## config.mk

```make
export PLATFORM = sky130hd
export DESIGN_NAME = tlrg_cell
export DESIGN_NICKNAME = d
export VERILOG_FILES = /design/src/rtl/core/tlrg_pkg.sv /design/src/rtl/core/tlrg_cell.sv
export SDC_FILE = /design/constraint.sdc
export NUM_CORES = 1
export LEC_CHECK = 0
export BUFFER_PORTS_ARGS = -buffer_cell sky130_fd_sc_hd__buf_2
export CORE_UTILIZATION = 47
export DETAILED_ROUTE_END_ITERATION = 10
export GPL_ROUTABILITY_DRIVEN = 0
export GPL_TIMING_DRIVEN = 0
export MAX_ROUTING_LAYER = met4
export PLACE_DENSITY = 0.82
export SETUP_SLACK_MARGIN = 0.15
export SYNTH_ARGS = -nofsm -noshare
export SYNTH_HDL_FRONTEND = slang
export SYNTH_SLANG_ARGS = --single-unit
```

## constraint.sdc

```tcl
create_clock -name clk -period 0.8 [get_ports clk]
set_input_delay 0 -clock clk [delete_from_list [all_inputs] [get_ports clk]]
set_output_delay 0 -clock clk [all_outputs]
set_load 0.02 [all_outputs]
```

## src/rtl/core/tlrg_pkg.sv

```systemverilog
// thin lens ray generator package: payload structs, cell state, constants
// no dependencies

package tlrg_pkg;

	localparam int COORD_W = 16;
	localparam int OUT_W = 20;
	localparam int STEPS = 16;
	localparam int XW = 34;
	localparam int REMW = 20;

	localparam logic [2:0] REG_EYE = 3'd0;
	localparam logic [2:0] REG_UP = 3'd1;
	localparam logic [2:0] REG_SIDE = 3'd2;
	localparam logic [2:0] REG_FILM = 3'd3;
	localparam logic [2:0] REG_LENS = 3'd4;

	localparam logic signed [XW-1:0] GAIN_INV = XW'(64'h26DD3B6A);

	typedef logic signed [XW-1:0] atan_tab_t [STEPS];
	localparam atan_tab_t ATAN_TURN = '{
		XW'(64'h20000000), XW'(64'h12E4051E), XW'(64'h09FB385B), XW'(64'h051111D4),
		XW'(64'h028B0D43), XW'(64'h0145D7E1), XW'(64'h00A2F61E), XW'(64'h00517C55),
		XW'(64'h0028BE53), XW'(64'h00145F2F), XW'(64'h000A2F98), XW'(64'h000517CC),
		XW'(64'h00028BE6), XW'(64'h000145F3), XW'(64'h0000A2FA), XW'(64'h0000517D)
	};

	typedef struct packed {
		logic signed [COORD_W-1:0] image_x;
		logic signed [COORD_W-1:0] image_y;
		logic [15:0] lens_angle_sample;
		logic [15:0] lens_radius_sample;
	} ray_req_t;

	typedef struct packed {
		logic signed [OUT_W-1:0] org_x;
		logic signed [OUT_W-1:0] org_y;
		logic signed [OUT_W-1:0] org_z;
		logic signed [OUT_W-1:0] dir_x;
		logic signed [OUT_W-1:0] dir_y;
		logic signed [OUT_W-1:0] dir_z;
	} ray_rsp_t;

	typedef struct packed {
		logic [REMW-1:0] rem;
		logic [15:0] root;
		logic [31:0] rad;
		logic signed [XW-1:0] x;
		logic signed [XW-1:0] y;
		logic signed [XW-1:0] z;
		logic [1:0] quad;
		logic signed [COORD_W-1:0] ix;
		logic signed [COORD_W-1:0] iy;
	} cell_t;

endpackage

```

## src/rtl/core/tlrg_cell.sv

```systemverilog
// one cell of the chain: a square root digit and a cordic rotation
// depends on tlrg_pkg

module tlrg_cell import tlrg_pkg::*; #(
	parameter int IDX = 0
) (
	input logic clk,
	input logic arst_n,
	input logic en,
	input logic vld_in,
	input cell_t d_in,
	output logic vld_out,
	output cell_t d_out
);

	cell_t nxt;
	logic [REMW-1:0] rem_sh;
	logic [REMW-1:0] test;
	logic signed [XW-1:0] dx;
	logic signed [XW-1:0] dy;

	always_comb begin
		nxt = d_in;
		// radicand digit pair from the top, radicand shifts along
		rem_sh = {d_in.rem[REMW-3:0], d_in.rad[31:30]};
		test = {{(REMW-18){1'b0}}, d_in.root, 2'b01};
		nxt.rad = {d_in.rad[29:0], 2'b00};
		if (rem_sh >= test) begin
			nxt.rem = rem_sh - test;
			nxt.root = {d_in.root[14:0], 1'b1};
		end else begin
			nxt.rem = rem_sh;
			nxt.root = {d_in.root[14:0], 1'b0};
		end
		dx = d_in.y >>> IDX;
		dy = d_in.x >>> IDX;
		if (!d_in.z[XW-1]) begin
			nxt.x = d_in.x - dx;
			nxt.y = d_in.y + dy;
			nxt.z = d_in.z - ATAN_TURN[IDX];
		end else begin
			nxt.x = d_in.x + dx;
			nxt.y = d_in.y - dy;
			nxt.z = d_in.z + ATAN_TURN[IDX];
		end
	end

	always_ff @(posedge clk or negedge arst_n) begin
		if (!arst_n) begin
			vld_out <= 1'b0;
		end else if (en) begin
			vld_out <= vld_in;
		end
	end

	always_ff @(posedge clk) begin
		if (en) begin
			d_out <= nxt;
		end
	end

endmodule
```

==> flow_summary.ini, run 1 <==
[synthesis]
synth_area_leaders = edfxtp_1 46%, ha_1 11%, a21oi_1 4.9%
synth_cell_types = 77
yosys.area.top_type = edfxtp_1
async_reset_ff_share_pct = 0.495
synth_area_mm2 = 0.0131
syn-instance-count = 1288
synth_enable_flop_cells = 201
synthFlopType = edfxtp_1
ys_ff_latch = 202
yosys_warnings = 0
synth_area_per_cell_um2 = 10.2
synth_most_common_cell = edfxtp_1
synth_top_area_share_pct = 45.9
synth_seq_area_share_pct = 46.1
synthTopCellsByCount = 201 x edfxtp_1, 129 x a21oi_1, 126 x inv_1

[place]
portBuffers = 407
dp.cells = 2069
place_area_mm2 = 0.0166
hpwl_mm = 38.4

[run_status]
status = stopped before the end
stop_error = [ERROR GRT-0232] Routing congestion too high. Check the congestion heatmap in the GUI.
lastStage = 5_1_grt

[grt]
antenna_found_initial = 12
grt_max_degree = 89
track_usage_pct = 73.4
grt.overflow.total = 34

[cts]
cts_buffers = 23
cts_max_level = 1
cts_buffer_depth = 3
cts_root_buf = clkbuf_16
clock-sinks = 202

[floorplan]
pin_count = 413
rows = 60
start_util_pct = 48.3
fp.dieH_um = 169
die_w_um = 169

[timing]
grt-worst-endpoint = d_out[134]$_DFFE_PP_/D
worst-ep-kind = register data pin
[metal layers]
metal | track usage, % | overflow
met2 | 85.6 | 8
met4 | 64.6 | 19
met1 | 73.9 | 3
met3 | 62.0 | 4
met5 | - | -
[repair_timing]
action / 4_1_cts
cloned: 3
hold endpoints to repair: 220
pin swaps: 144
setup endpoints to repair: 411
hold buffers: 131
resized for setup: 493
buffers inserted: 76
[kinds of logic after synthesis]
kind of cell             count (synthesis)  synth area share, %
XOR/XNOR                                77                 5.13
other                                    1               0.0285
buffers and inverters                  184                 5.57
AO/OA/AOI/OAI                          382                 18.6
adder cells (fa/ha/maj)                124                 12.0
flip-flops                             202                 46.1
multiplexers                            24                 1.85
AND/OR/NAND/NOR                        294                 10.6
[through the flow]
step / setup TNS [ns] / hold slack (ns) / utilization, % / setup slack (ns)
floorplan: -94.07 / -0.296 / - / -1.56
global placement: -711.05 / -0.189 / 60.9 / -3.01
detailed placement: -223.95 / -0.189 / 61.0 / -2.24
CTS: -139.51 / -0.246 / 77.7 / -1.45
==> run 2: changes to the inputs <==
--- a/config.mk
+++ b/config.mk
@@ -6,13 +6,11 @@
 export NUM_CORES = 1
 export LEC_CHECK = 0
 export BUFFER_PORTS_ARGS = -buffer_cell sky130_fd_sc_hd__buf_2
-export CORE_UTILIZATION = 47
+export CORE_UTILIZATION = 40
 export DETAILED_ROUTE_END_ITERATION = 10
 export GPL_ROUTABILITY_DRIVEN = 0
 export GPL_TIMING_DRIVEN = 0
-export MAX_ROUTING_LAYER = met4
-export PLACE_DENSITY = 0.82
-export SETUP_SLACK_MARGIN = 0.15
+export PLACE_DENSITY_LB_ADDON = 0.15
 export SYNTH_ARGS = -nofsm -noshare
 export SYNTH_HDL_FRONTEND = slang
 export SYNTH_SLANG_ARGS = --single-unit
==> constraint.sdc (replaced) <==
create_clock -name clk -period 1 [get_ports clk]
set_input_delay 0 -clock clk [delete_from_list [all_inputs] [get_ports clk]]
set_output_delay 0 -clock clk [all_outputs]
set_load 0.02 [all_outputs]
==> run 2 against run 1 <==
  * The flow now finishes, with violations (setup timing)
  * Synthesized cell count is the same
  * Synthesized area unchanged
==> flow_summary.ini, run 2 <==
[run_status]
status = finished with violations
violations = setup timing

[cells_and_area]
largest_reg_flops = 201
reg_top3 = d_out: 201 flops, vld_out: 1 flops
drive_gt1_share_pct = 47.3
layout_common_cells = 222 x buf_6, 201 x edfxtp_1, 200 x buf_2
largest_register = d_out
area_growth_pct = 74.1
fillCellCount = 2070
final_common_cell = buf_6
final_util_pct = 71.6
nets = 2304

[setup_path]
cp_cell_sequence = buf_8, inv_4, ha_4, buf_6, buf_6, clkinv_8, o21bai_2, nor3b_1, a21oi_1, a31oi_2, o211ai_1, buf_4, a41o_1, o21ai_2, xnor2_1
crit_path_end_kind = register
crit_end = d_out[132]
r2r-start = vld_out
cp_max_fo = 8
slowest_stage = o21bai_2
crit_type = in -> reg
r2r_setup_slack_ns = 0.11
slowest_delay_ns = 0.38
crit_top_cell = buf_6
r2r-end = vld_out
crit_path_start_kind = input pin
reg2reg_depth = 2
cp-startpoint = d_in[76]
cp.required_ns = 1.24
cp.arrival_ns = 2.47

[timing]
hold_ws_ns = 0.00292
setup_viol = 287
tightest_slew_ns = 1.01
fin_skew_ns = 0
drv_slew = 0
period_minus_slack_ns = 2.23
slew_headroom_pct = 33.0
final.setup.worst_slack_ns = -1.23
rsz0062_at_grt = yes
tns_ns = -84.84
finalHoldViolCount = 0
period_share_pct = 223
fmax_mhz = 449

[pwr]
power.density_mw_per_mm2 = 1460
p_seq_share_pct = 33.5
irDropWorstVdd_mv = 1.04
internal_power_w = 0.0218
sw_frac_of_total_pct = 34.6
p_sw_w = 0.0115
p_leak_nw = 9.60
power_frac_clock_pct = 27.0
power_frac_comb_pct = 39.5

[place]
place_ws_ns = -2.03
hpwl_mm = 37.9
portBuffers = 407

[synthesis]
yosys_warnings = 0
synth_seq_area_share_pct = 46.1
async_reset_ff_share_pct = 0.495
synthTopCellsByCount = 201 x edfxtp_1, 129 x a21oi_1, 126 x inv_1
ys_ff_latch = 202
synth_area_mm2 = 0.0131
synth_area_per_cell_um2 = 10.2
synth_top_area_share_pct = 45.9
synth_area_leaders = edfxtp_1 46%, ha_1 11%, a21oi_1 4.9%
synthFlopType = edfxtp_1
synth_enable_flop_cells = 201
syn-instance-count = 1288
synth_cell_types = 77
yosys.area.top_type = edfxtp_1
synth_most_common_cell = edfxtp_1

[floorplan]
rows = 65
pin_count = 413
core_area_mm2 = 0.0320
die_area_mm2 = 0.0336
start_util_pct = 41.1
fp.dieH_um = 183
die_w_um = 183

[min_path]
hold_start = en
hold_class = in -> reg

[detailed_routing]
drt-pass1-iter-count = 6
drtIter0Drc = 1529
routedWlPerCell_um = 25.3
vias_per_cell = 5.78
wirelength_mm = 61.6
vias = 14000
antenna_left = 0
drc_errors = 0

[grt]
grt.overflow.total = 0
grt_pass1_vias = 13500
track_usage_pct = 31.8
grt_pass1_wl_mm = 81.0
grt_max_degree = 75
antenna_found_initial = 7

[cts]
clk_pin_slew_ns = 0.07
cts_max_level = 1
cts_buffers = 23
cts_buffer_depth = 3
clk_latency_ns = 0.52
cts_tree = done
clock-sinks = 202
cts_root_buf = clkbuf_16

[run]
maxCapViolations = 0
==> run 2: worst max-delay path: cells and delay by family <==
family | cells | cell delay, ns
buffers and inverters | 6 | 0.56
adder cells (fa/ha/maj) | 1 | 0.29
XOR/XNOR | 1 | 0.11
AND/OR/NAND/NOR | 1 | 0.10
AO/OA/AOI/OAI | 6 | 1.40
==> run 2: per-layer routing <==
| metal | wire length [um] | GRT usage (%) | up-vias | part of all wire [%] |
|---|---|---|---|---|
| met5 | 13 | 0 | - | 0.021 |
| met4 | 4610 | 16.8 | 2 | 7.5 |
| met3 | 5760 | 4.83 | 273 | 9.4 |
| met2 | 29400 | 55.4 | 990 | 48 |
| met1 | 21800 | 37.7 | 6709 | 35 |
| li1 | - | - | 6062 | - |
==> run 2: cell type report <==
class                   count  area [um2]  share of cell area, %
inverters                 132         626                   2.73
diodes                      7        17.5                 0.0766
clock inverters            18         195                  0.853
multi-input cells         903        8540                   37.3
plain buffers              44         370                   1.62
clock buffers              23         576                   2.52
flip-flops and latches    202        6060                   26.5
repair buffers            666        5950                   26.0
well taps                 435         544                   2.38
==> run 2: worst min path at each step <==
stage,cells past startpoint,slack (ns),to
2_1_floorplan,0,-0.30,vld_out
3_3_place_gp,1,-0.19,vld_out
3_5_place_dp,1,-0.19,vld_out
4_1_cts,4,-0.03,d_out[201]
5_1_grt,1,0.02,d_out[86]
6_report,1,0.003,d_out[26]
==> run 2: cell families (layout without fill, tap and decap cells) <==
family | Yosys count | after routing | share of synthesized area, %
adder cells (fa/ha/maj) | 124 | 124 | 12.0
other | 1 | 9 | 0.0285
AND/OR/NAND/NOR | 294 | 294 | 10.6
multiplexers | 24 | 24 | 1.85
flip-flops | 202 | 202 | 46.1
XOR/XNOR | 77 | 77 | 5.13
AO/OA/AOI/OAI | 382 | 382 | 18.6
buffers and inverters | 184 | 883 | 5.57
==> run 2: stage by stage <==
step                      instance area, um2  total power [W]  instances
after detailed placement               16700           0.0198       2132
after global routing                   22900           0.0343       2429
after floorplan                        14000           0.0166       1289
final                                  22900           0.0334       2430
after global placement                 16600           0.0198       2131
after CTS                              21500           0.0314       2389
==> run 2: timing repair <==
item | CTS | global route
gates cloned | 5 | 0
pin swaps | 139 | 103
gates resized for setup | 525 | 295
setup buffers | 92 | 46
hold endpoints to repair | 141 | 1
hold buffers | 135 | 1
setup endpoints to repair | 285 | 287
==> run 2: power by group through the flow <==
stage               Combinational [W]  Sequential [W]  Clock, W
floorplan                     0.00419          0.0124         0
global route                   0.0137          0.0112   0.00939
finish                         0.0132          0.0112   0.00901
CTS                            0.0114          0.0110   0.00897
detailed placement            0.00877          0.0111         0
global placement              0.00870          0.0111         0
(Power assumes the default switching activity.)
